[src/csm_pkg.sv]
// Shared types, constants and helper functions for the circle span mask rasterizer.
`timescale 1ns / 1ps

package csm_pkg;

  localparam int COLUMNS             = 40;
  localparam int LINES_PER_FRAME_DEF = 192;
  localparam int METRIC_W            = 19;
  localparam int RADIUS_W            = 18;

  localparam logic [5:0] CENTER_COLUMN_RST = 6'd19;
  localparam logic [7:0] CENTER_ROW_RST    = 8'd100;

  // Input item opcodes
  localparam logic OP_START = 1'b0;
  localparam logic OP_LINE  = 1'b1;

  // Configuration register indexes
  localparam logic REG_CENTER_COLUMN = 1'b0;
  localparam logic REG_CENTER_ROW    = 1'b1;

  typedef enum logic [2:0] {
    S_IDLE,
    S_DY,
    S_L_MUL,
    S_L_CHK,
    S_R_MUL,
    S_R_CHK,
    S_DONE
  } csm_state_t;

  // Request into the shared squaring unit
  typedef struct packed {
    logic       go;
    logic       is_dy;
    logic [7:0] mag;
  } metric_req_t;

  // Sequencer status toward the channel logic
  typedef struct packed {
    logic busy;
    logic load_out;
    logic last_line;
  } ctrl_sts_t;

  function automatic logic [7:0] rev8(input logic [7:0] v);
    logic [7:0] r;
    r = '0;
    for (int i = 0; i < 8; i++) begin
      r[7-i] = v[i];
    end
    return r;
  endfunction

  // Pack 20 mask bits into the three playfield registers of one screen half,
  // ANDed with the existing bytes. Result is {pf2, pf1, pf0}.
  function automatic logic [23:0] pack_half(input logic [19:0] m,
                                            input logic [7:0]  o0,
                                            input logic [7:0]  o1,
                                            input logic [7:0]  o2);
    logic [7:0] p0;
    logic [7:0] p1;
    logic [7:0] p2;
    p0 = o0 & {m[3:0], 4'b0000};
    p1 = o1 & rev8(m[11:4]);
    p2 = o2 & m[19:12];
    return {p2, p1, p0};
  endfunction

endpackage

[src/csm_metric.sv]
// Shared squaring unit: squares a magnitude, keeps dy^2, forms 49*dx^2 + dy^2.
`timescale 1ns / 1ps

module csm_metric import csm_pkg::*; (
  input  logic                clk,
  input  logic                rst_n,
  input  metric_req_t         req,
  output logic [METRIC_W-1:0] metric
);

  logic [15:0] prod_r;
  logic [15:0] prod_nxt;
  logic        is_dy_r;
  logic [15:0] dy2_r;
  logic [21:0] wide;

  assign prod_nxt = {8'b0, req.mag} * {8'b0, req.mag};

  always_ff @(posedge clk) begin
    if (!rst_n) begin
      is_dy_r <= 1'b0;
    end else begin
      is_dy_r <= req.go & req.is_dy;
    end
  end

  always_ff @(posedge clk) begin
    if (req.go) begin
      prod_r <= prod_nxt;
    end
    // keep the row term for the whole scanline
    if (is_dy_r) begin
      dy2_r <= prod_r;
    end
  end

  // 49 * dx^2 as shift-add, then add the row term
  assign wide   = ({6'b0, prod_r} << 5) + ({6'b0, prod_r} << 4) + {6'b0, prod_r}
                  + {6'b0, dy2_r};
  assign metric = wide[METRIC_W-1:0];

endmodule

[src/csm_ctrl.sv]
// Scanline sequencer: edge stepping, mask bits, line counter.
`timescale 1ns / 1ps

module csm_ctrl import csm_pkg::*; #(
  parameter int LINES_PER_FRAME = LINES_PER_FRAME_DEF
) (
  input  logic                clk,
  input  logic                rst_n,
  input  logic                start_go,
  input  logic                line_go,
  input  logic [5:0]          left_start,
  input  logic [5:0]          right_start,
  input  logic [RADIUS_W-1:0] radius_squared,
  input  logic [5:0]          center_column,
  input  logic [7:0]          center_row,
  input  logic                out_free,
  input  logic [METRIC_W-1:0] metric,
  output metric_req_t         req,
  output ctrl_sts_t           sts,
  output logic [COLUMNS-1:0]  mask
);

  localparam logic [7:0] LAST_LINE = 8'(LINES_PER_FRAME - 1);
  localparam logic signed [7:0] COL_END = 8'(COLUMNS);

  csm_state_t state_r, state_nxt;

  logic signed [6:0]   left_r, left_nxt;
  logic signed [6:0]   right_r, right_nxt;
  logic [RADIUS_W-1:0] r2_r, r2_nxt;
  logic [7:0]          line_r, line_nxt;
  logic [COLUMNS-1:0]  mask_r, mask_nxt;
  logic                grow_r, grow_nxt;

  logic signed [7:0] cc_s;
  logic signed [7:0] l_s;
  logic signed [7:0] r_s;
  logic signed [7:0] dx;
  logic        [7:0] dx_mag;
  logic signed [8:0] dy;
  logic        [7:0] dy_mag;
  logic              in_circ;
  logic              outside;
  logic              l_cont;
  logic              r_cont;
  logic              l_sat;

  assign cc_s = signed'({2'b00, center_column});
  assign l_s  = {left_r[6], left_r};
  assign r_s  = {right_r[6], right_r};

  assign dx     = (state_r == S_R_MUL) ? (cc_s - r_s) : (cc_s - l_s);
  assign dx_mag = dx[7] ? 8'(-dx) : 8'(dx);
  assign dy     = signed'({1'b0, center_row}) - signed'({1'b0, line_r});
  assign dy_mag = dy[8] ? 8'(-dy) : 8'(dy);

  assign in_circ = metric < {1'b0, r2_r};
  assign outside = metric > {1'b0, r2_r};

  assign l_cont = grow_r ? (in_circ && l_s >= 8'sd0  && l_s <= cc_s)
                         : (outside && l_s >= -8'sd1 && l_s <= cc_s);
  assign r_cont = grow_r ? (in_circ && r_s <  COL_END && r_s >= cc_s)
                         : (outside && r_s <= COL_END && r_s >= cc_s);
  assign l_sat  = !grow_r && (l_s == 8'sd63);

  // Next state
  always_comb begin
    state_nxt = state_r;
    case (state_r)
      S_IDLE:  if (line_go) state_nxt = S_DY;
      S_DY:    state_nxt = S_L_MUL;
      S_L_MUL: state_nxt = S_L_CHK;
      S_L_CHK: state_nxt = (l_cont && !l_sat) ? S_L_MUL : S_R_MUL;
      S_R_MUL: state_nxt = S_R_CHK;
      S_R_CHK: state_nxt = r_cont ? S_R_MUL : S_DONE;
      S_DONE:  if (out_free) state_nxt = S_IDLE;
      default: state_nxt = S_IDLE;
    endcase
  end

  // Outputs
  always_comb begin
    req.go         = 1'b0;
    req.is_dy      = 1'b0;
    req.mag        = dx_mag;
    sts.busy       = (state_r != S_IDLE);
    sts.load_out   = 1'b0;
    sts.last_line  = (line_r == LAST_LINE);
    case (state_r)
      S_DY: begin
        req.go    = 1'b1;
        req.is_dy = 1'b1;
        req.mag   = dy_mag;
      end
      S_L_MUL, S_R_MUL: begin
        req.go = 1'b1;
      end
      S_DONE: begin
        sts.load_out = out_free;
      end
      default: ;
    endcase
  end

  // Datapath next values
  always_comb begin
    left_nxt  = left_r;
    right_nxt = right_r;
    r2_nxt    = r2_r;
    line_nxt  = line_r;
    mask_nxt  = mask_r;
    grow_nxt  = grow_r;
    case (state_r)
      S_IDLE: begin
        if (start_go) begin
          left_nxt  = signed'({1'b0, left_start});
          right_nxt = signed'({1'b0, right_start});
          r2_nxt    = radius_squared;
          line_nxt  = '0;
        end else if (line_go) begin
          grow_nxt = (line_r <= center_row);
        end
      end
      S_L_CHK: begin
        if (l_cont) begin
          // columns off the playfield are dropped
          if (l_s >= 8'sd0 && l_s < COL_END) begin
            mask_nxt[l_s[5:0]] = grow_r;
          end
          if (grow_r) begin
            left_nxt = left_r - 7'sd1;
          end else if (!l_sat) begin
            left_nxt = left_r + 7'sd1;
          end
        end
      end
      S_R_CHK: begin
        if (r_cont) begin
          if (r_s >= 8'sd0 && r_s < COL_END) begin
            mask_nxt[r_s[5:0]] = grow_r;
          end
          right_nxt = grow_r ? (right_r + 7'sd1) : (right_r - 7'sd1);
        end
      end
      S_DONE: begin
        if (out_free) begin
          line_nxt = line_r + 8'd1;
        end
      end
      default: ;
    endcase
  end

  always_ff @(posedge clk) begin
    if (!rst_n) begin
      state_r <= S_IDLE;
      left_r  <= '0;
      right_r <= '0;
      r2_r    <= '0;
      line_r  <= '0;
      mask_r  <= '0;
      grow_r  <= 1'b0;
    end else begin
      state_r <= state_nxt;
      left_r  <= left_nxt;
      right_r <= right_nxt;
      r2_r    <= r2_nxt;
      line_r  <= line_nxt;
      mask_r  <= mask_nxt;
      grow_r  <= grow_nxt;
    end
  end

  assign mask = mask_r;

endmodule

[src/circle_span_mask_raster.sv]
// Top level of the circle span mask rasterizer: channels, configuration, result register.
//
//   channel | direction | handshake              | payload
//   in_     | input     | in_valid / in_stall    | op, edges, radius, six old bytes
//   out_    | output    | out_valid / out_stall  | six new bytes, last_line
//   cfg_    | input     | cfg_we                 | cfg_index, cfg_wdata
//
// A scanline transaction steps each edge column by column; every step costs a
// square and a compare on the one shared multiplier.
// A stalled result register holds the sequencer in its final state.
// Synchronous reset clears the mask and edges at once; no clearing pass.
`timescale 1ns / 1ps

module circle_span_mask_raster import csm_pkg::*; #(
  parameter int LINES_PER_FRAME = LINES_PER_FRAME_DEF
) (
  input  logic                clk,
  input  logic                rst_n,

  input  logic                cfg_we,
  input  logic                cfg_index,
  input  logic [7:0]          cfg_wdata,

  input  logic                in_valid,
  output logic                in_stall,
  input  logic                in_op,
  input  logic [5:0]          in_left_start,
  input  logic [5:0]          in_right_start,
  input  logic [RADIUS_W-1:0] in_radius_squared,
  input  logic [7:0]          in_old_left_pf0,
  input  logic [7:0]          in_old_left_pf1,
  input  logic [7:0]          in_old_left_pf2,
  input  logic [7:0]          in_old_right_pf0,
  input  logic [7:0]          in_old_right_pf1,
  input  logic [7:0]          in_old_right_pf2,

  output logic                out_valid,
  input  logic                out_stall,
  output logic [7:0]          out_new_left_pf0,
  output logic [7:0]          out_new_left_pf1,
  output logic [7:0]          out_new_left_pf2,
  output logic [7:0]          out_new_right_pf0,
  output logic [7:0]          out_new_right_pf1,
  output logic [7:0]          out_new_right_pf2,
  output logic                out_last_line
);

  logic [5:0] center_column_r;
  logic [7:0] center_row_r;

  logic [7:0] old_r [6];
  logic [23:0] left_pack;
  logic [23:0] right_pack;

  logic                out_valid_r;
  logic [47:0]         out_data_r;
  logic                out_last_r;

  logic                in_accept;
  logic                out_free;
  metric_req_t         req;
  ctrl_sts_t           sts;
  logic [METRIC_W-1:0] metric;
  logic [COLUMNS-1:0]  mask;

  assign in_stall  = sts.busy;
  assign in_accept = in_valid && !in_stall;
  assign out_free  = !out_valid_r || !out_stall;

  always_ff @(posedge clk) begin
    if (!rst_n) begin
      center_column_r <= CENTER_COLUMN_RST;
      center_row_r    <= CENTER_ROW_RST;
    end else if (cfg_we) begin
      case (cfg_index)
        REG_CENTER_COLUMN: center_column_r <= cfg_wdata[5:0];
        REG_CENTER_ROW:    center_row_r    <= cfg_wdata;
        default: ;
      endcase
    end
  end

  // Hold the scanline's bytes until the result is packed
  always_ff @(posedge clk) begin
    if (in_accept && in_op == OP_LINE) begin
      old_r[0] <= in_old_left_pf0;
      old_r[1] <= in_old_left_pf1;
      old_r[2] <= in_old_left_pf2;
      old_r[3] <= in_old_right_pf0;
      old_r[4] <= in_old_right_pf1;
      old_r[5] <= in_old_right_pf2;
    end
  end

  csm_metric u_metric (
    .clk    (clk),
    .rst_n  (rst_n),
    .req    (req),
    .metric (metric)
  );

  csm_ctrl #(
    .LINES_PER_FRAME (LINES_PER_FRAME)
  ) u_ctrl (
    .clk            (clk),
    .rst_n          (rst_n),
    .start_go       (in_accept && in_op == OP_START),
    .line_go        (in_accept && in_op == OP_LINE),
    .left_start     (in_left_start),
    .right_start    (in_right_start),
    .radius_squared (in_radius_squared),
    .center_column  (center_column_r),
    .center_row     (center_row_r),
    .out_free       (out_free),
    .metric         (metric),
    .req            (req),
    .sts            (sts),
    .mask           (mask)
  );

  assign left_pack  = pack_half(mask[19:0], old_r[0], old_r[1], old_r[2]);
  assign right_pack = pack_half(mask[39:20], old_r[3], old_r[4], old_r[5]);

  always_ff @(posedge clk) begin
    if (!rst_n) begin
      out_valid_r <= 1'b0;
    end else if (sts.load_out) begin
      out_valid_r <= 1'b1;
    end else if (!out_stall) begin
      out_valid_r <= 1'b0;
    end
  end

  always_ff @(posedge clk) begin
    if (sts.load_out) begin
      out_data_r <= {right_pack, left_pack};
      out_last_r <= sts.last_line;
    end
  end

  assign out_valid         = out_valid_r;
  assign out_new_left_pf0  = out_data_r[7:0];
  assign out_new_left_pf1  = out_data_r[15:8];
  assign out_new_left_pf2  = out_data_r[23:16];
  assign out_new_right_pf0 = out_data_r[31:24];
  assign out_new_right_pf1 = out_data_r[39:32];
  assign out_new_right_pf2 = out_data_r[47:40];
  assign out_last_line     = out_last_r;

  // A result is only loaded into a free output register
  a_load_free: assert property (@(posedge clk) disable iff (!rst_n)
    sts.load_out |-> out_free)
    else $error("result loaded over a pending transaction");

  // The sequencer only starts working on an accepted scanline transaction
  a_busy_cause: assert property (@(posedge clk) disable iff (!rst_n)
    $rose(sts.busy) |-> $past(in_accept && in_op == OP_LINE))
    else $error("sequencer started without a scanline transaction");

  // A new result appears only after the sequencer finished a scanline
  a_out_cause: assert property (@(posedge clk) disable iff (!rst_n)
    $rose(out_valid_r) |-> $past(sts.busy))
    else $error("result appeared without scanline work");

endmodule
[config.mk]
export PLATFORM = sky130hd
export DESIGN_NAME = circle_span_mask_raster
export DESIGN_NICKNAME = d
export VERILOG_FILES = /design/src/csm_pkg.sv /design/src/csm_metric.sv /design/src/csm_ctrl.sv /design/src/circle_span_mask_raster.sv
export SDC_FILE = /design/constraint.sdc
export NUM_CORES = 1
export LEC_CHECK = 0
export BUFFER_PORTS_ARGS = -buffer_cell sky130_fd_sc_hd__buf_2
export CORE_UTILIZATION = 60
export DETAILED_ROUTE_END_ITERATION = 10
export GPL_ROUTABILITY_DRIVEN = 0
export GPL_TIMING_DRIVEN = 0
export PLACE_DENSITY = 0.81
export SYNTH_ARGS = -nofsm -noshare
export SYNTH_HDL_FRONTEND = slang
export SYNTH_SLANG_ARGS = --single-unit
[constraint.sdc]
create_clock -name clk -period 10 [get_ports clk]
set_clock_uncertainty 0.2 [all_clocks]
set_input_delay 0.5 -clock clk [delete_from_list [all_inputs] [get_ports clk]]
set_output_delay 0.5 -clock clk [all_outputs]
set_load 0.05 [all_outputs]
; ---- After elaboration in Yosys (flattened, before gate mapping)
; Memory sizes are Yosys's and may differ from the RTL's.
; Index checks and enable logic that the tools add are counted.
[word_totals]
regBits = 181
latchBits = 0
ramBits = 48
romBits = 0
in_bits = 93
wordCells = 151
n_memories = 1
[classes]
add_sub_neg = 13
multipliers = 1
div_mod_pow = 0
order_cmp = 15
eq_ne = 17
shift = 0
muxes = 40
n_bitwise = 10
n_reduce_logical = 39
[memory_table]
columns = name, depth, word_bits, rd, rd_clocked_by_memory_dff, wr, line
row1 = old_r, 6, 8, 6, 0, 6, circle_span_mask_raster.sv:51  ; logic [7:0] old_r [6];
[op_table]
columns = op, count
row1 = $mux 40, 4
row2 = $bwmux 40, 2
row3 = $pmux 40 s2, 1
row4 = $mux 7, 7
row5 = $and 8x8->8, 6
row6 = $mux 8, 5
row7 = $add 19x16->19, 2
row8 = $pmux 7 s2, 2
row9 = $ge 7x1->1 const B, 3
row10 = $pmux 3 s7, 1
row11 = $add 19x19->19, 1
row12 = $gt 19x18->1, 1
row13 = $lt 19x18->1, 1
row14 = $logic_and 1x1->1, 17
row15 = $mul 8x8->16, 1
row16 = $ne 2x1->1 const B, 8
row17 = $neg 8->8, 2
row18 = $pmux 8 s2, 1
row19 = $sub 7x7->8, 2
row20 = $add 7x2->7 const B, 2
row21 = $lt 6x7->1 const B, 2
row22 = $lt 7x7->1 const B, 2
row23 = $sub 7x2->7 const B, 2
row24 = $demux 1 s6, 2
row25 = other kinds (29), 58

; ---- Longest topological paths before layout
[depth]
word_depth = 10
ltp_mapped = 31

; ---- Modules after synthesis
; Synthesis repeated with hierarchy kept, for this count alone.
[unflattened]
cells_unflattened = 1345
area_unflattened_um2 = 13604.3
[by_module_without_submodules]
columns = module, n_inst, cells_per_inst, area_per_inst_um2, seq_area_each_um2
row1 = csm_ctrl, 1, 793, 6443.7, 1681.6
row2 = csm_metric, 1, 353, 3808.7, 920.9
row3 = circle_span_mask_raster, 1, 199, 3352.0, 2732.6

; ---- Least setup slack after synthesis
; OpenSTA, ideal clock, no wires.
[synth_timing]
path_kind = flip-flop to flip-flop
from = register u_ctrl.left_r[1]
to = register u_metric.prod_r[15], data pin
arrival_ns = 6.580
required_ns = 9.541
setup_slack_ns = 2.961
path_stages_with_launch = 27
path_buffers = 1
path_cell_list = dfxtp_1 clkbuf_1 inv_1 ha_1 nor2b_1 o31a_1 and3b_1 a2111oi_0 a31oi_1 o31ai_1 xnor2_1 o21ai_1 or2_2 fa_1 inv_1 fa_1 fa_1 inv_1 fa_1 inv_1 ha_1 or2_2 o311a_1 o21a_1 o21a_1 o21ba_2 xor2_1
[synth_between]
elab_chain_len = 6
[synth_lines]
columns = element, line
row1 = "start, declared", csm_ctrl.sv:28  ; logic signed [6:0] left_r, left_nxt;
row2 = "start signal, assigned", csm_ctrl.sv:165  ; left_r <= left_nxt;
row3 = $sub 7x7->8 *, csm_ctrl.sv:52  ; assign dx = (state_r == S_R_MUL) ? (cc_s - r_s) : (cc_s - l_s);
row4 = $mux 8 *, csm_ctrl.sv:52
row5 = $neg 8->8, csm_ctrl.sv:53  ; assign dx_mag = dx[7] ? 8'(-dx) : 8'(dx);
row6 = $mux 8 *, csm_ctrl.sv:53
row7 = $mux 9 *, csm_ctrl.sv:89  ; case (state_r)
row8 = $mul 8x8->16 *, csm_metric.sv:17  ; assign prod_nxt = {8'b0, req.mag} * {8'b0, req.mag};
row9 = named net u_metric.prod_nxt[15], csm_metric.sv:12  ; logic [15:0] prod_nxt;
row10 = "end signal, assigned", csm_metric.sv:29  ; prod_r <= prod_nxt;
row11 = "end, declared", csm_metric.sv:11  ; logic [15:0] prod_r;
; The timed path passes the listed nets; every way through them passes the cells marked *.
; A chain may end at the register's enable or synchronous reset.

; ---- Final worst setup path
; Ends and elaborated chain as after synthesis.

==> results.md <==
* Avg WL per Cell at 16.8 um
* Crit path DAT at 7.91 ns
* CP delay by family, top: adder cells
* Area leader, netlist: edfxtp_1
* Max-cap viol count at 0
* Routed WL at 32100 um
* Top cells by area, synth: edfxtp_1, dfxtp_1, ha_1, fa_1, nand2_1
* Post-synthesis sequential area ratio at 0.388
* Setup CP Type: reg -> reg
* Max frequency at 0.127 GHz
* Fin Hold WS at 0.0268 ns
* Clock Tree Buf Depth at 3
* Clock sink total at 211
* Synth top area share at 0.243
* Initial antenna violation count at 1
* DRT iter0 DRCs at 942
* Post-cts sizing count at 0
* First-pass GRT wire length at 52600 um
* Post-Place Setup Slack at 2.31 ns
* Quantity of hold-fixing buffers added after cts at 40
* Unrepaired setup endpoints after global routing: no
* Final Critical Period at 7.86 ns
* Post-Syn Area at 0.0137 sq mm
* Core Region at 0.0226 sq mm
* DRC at 0
* P&R area growth vs syn at 16.2%
* Width of the die at 153 um
* Final Net Count at 1855
* Max incr delay on CP at 0.55 ns
* Via/cell ratio at 5.76
* Post-DP Area at 0.0148 sq mm
* FF+latch count, synth at 211
* Syn Inst Count at 1405
* IO Pins at 144
* Worst-Margin Slew at 1.42 ns
* Largest net degree at the start of global routing at 42
* Root buf cell: clkbuf_16
* Sum Neg Setup Slack at 0 ns
* Slew headroom at 0.0432
* Detailed placement HPWL at 23900 um
* Clock Latency Late Sink at 0.51 ns
* H-tree depth reported by CTS at 1
* Final setup viols at 0
* Status: finished clean
* Dominant synthesized flop cell: edfxtp_1
* DIE HEIGHT at 153 um
* Most frequent cells in the layout: nand2_1, inv_1, buf_2
* Port Buffer Count at 127
* EDFF count, synth at 111
* Post-CTS setup buffers at 0
* YS warnings at 0
* Grt total ovfl at 0
* R2r setup slk at 2.14 ns
* Commonest non-fill, non-tap cell in the layout: nand2_1
* CTS tree: built
* Vias in the first global route at 11000
* Vias at 11000
* Layout cells sized above 1 at 0.149
* Period utilization at 0.786
* Site Rows at 55
* Synth async-reset ratio at 0
* Fillcell total at 1696
* Die ar. at 0.0235 sq mm
* Drt first pass iters at 5
* Initial Util at 0.609
* Non-Filler Cell Area, Final at 0.0160 sq mm
* CP Capture Type: flop
* Netlist cell types at 82
* Critical Path Fanout Max at 9
* Fin. max-slew vios at 0
* Crit path buffers/inverters at 5
* Hold crit path type: in -> reg
* Final antenna-violating net count at 0
* GRT Total Usage at 0.278
* Reg clk slew, reported paths at 0.07 ns
* Slowest CP cell: fa_1
* Hold Vio Cnt, Final at 0
* Average size of a mapped cell at 9.78 sq um
* Critical Path RT at 10.05 ns
* Setup crit start kind: flop
* CTS Buf Count at 22
* Setup WS post-layout at 2.14 ns
-- flip-flops by register name, indices dropped and copies added (netlist names), 3 cells and up --
signal,cells
center_column_r,6
center_row_r,8
old_r,40
out_data_r,40
u_ctrl.left_r,7
u_ctrl.line_r,8
u_ctrl.mask,40
u_ctrl.r2_r,18
u_ctrl.right_r,7
u_ctrl.state_r,3
u_metric.dy2_r,15
u_metric.prod_r,15
-- final cells by class --
cell class              instances  area, sq um  area share
diodes                          2         5.00    0.000313
clock buffers                  35          661      0.0414
well taps                     285          357      0.0223
multi-input cells            1001         7610       0.476
inverters                     145          544      0.0341
plain buffers                  55          282      0.0176
clock inverters                 5          128     0.00799
flip-flops and latches        211         5340       0.334
repair buffers                168         1060      0.0661
-- routing by layer --
layer  global-route usage  part of all wire  vias to the layer above
li1                     -                 -                     5292
met1                0.357              0.42                     5206
met3               0.0584             0.081                       79
met5                    0                 0                        -
met4               0.0857             0.027                        0
met2                0.470              0.47                      403
-- cell usage after synthesis, types with 21 or more instances --
cell,number
ha_1,106
xnor2_1,47
a21boi_0,29
nand3_1,39
a21oi_1,43
clkbuf_1,36
o21ai_0,31
dfxtp_1,100
o211ai_1,26
o31ai_1,22
a21o_1,24
nor2_1,84
inv_1,145
nor3_1,27
fa_1,52
nand2_1,149
edfxtp_1,111
mux2i_1,28
and2_1,46
o22ai_1,21
-- through the flow --
| stage | util | std cells |
|---|---|---|
| after floorplan | - | 1412 |
| after global placement | 0.654 | 1824 |
| after detailed placement | 0.655 | 1825 |
| after CTS | 0.707 | 1905 |
| after global routing | 0.707 | 1905 |
| final | 0.708 | 1907 |
-- tightest hold or removal path, stage by stage --
cell	delay [ns]
buf_2	0.08
nand2_1	0.05
nand3_1	0.08
-- path summary, 6_finish.rpt --
| check | from | to | depth (start not counted) |
|---|---|---|---|
| setup reg to reg | u_ctrl.left_r[1]$_SDFFE_PN0P_ | u_metric.prod_r[15]$_DFFE_PP_ | 26 |
| setup / recovery | u_ctrl.left_r[1]$_SDFFE_PN0P_ | u_metric.prod_r[15]$_DFFE_PP_ | 26 |
| hold / removal | cfg_wdata[6] | center_row_r[6]$_SDFFE_PN1P_ | 3 |
| hold reg to reg | u_metric.prod_r[6]$_DFFE_PP_ | u_metric.dy2_r[6]$_DFFE_PP_ | 0 |
-- cells by family (layout without fill, tap and decap cells) --
group                    after synthesis  count (layout)  share of synthesized area
AND/OR/NAND/NOR                      449             449                      0.159
AO/OA/AOI/OAI                        291             291                      0.155
flip-flops                           211             211                      0.388
buffers and inverters                200             408                     0.0601
adder cells (fa/ha/maj)              158             158                      0.172
XOR/XNOR                              63              63                     0.0402
multiplexers                          32              32                     0.0247
other                                  1              10                   0.000273
Power is left out: the tool's default activity adds up to more than one toggle a clock period on the data nets, which glitch-free logic cannot reach.
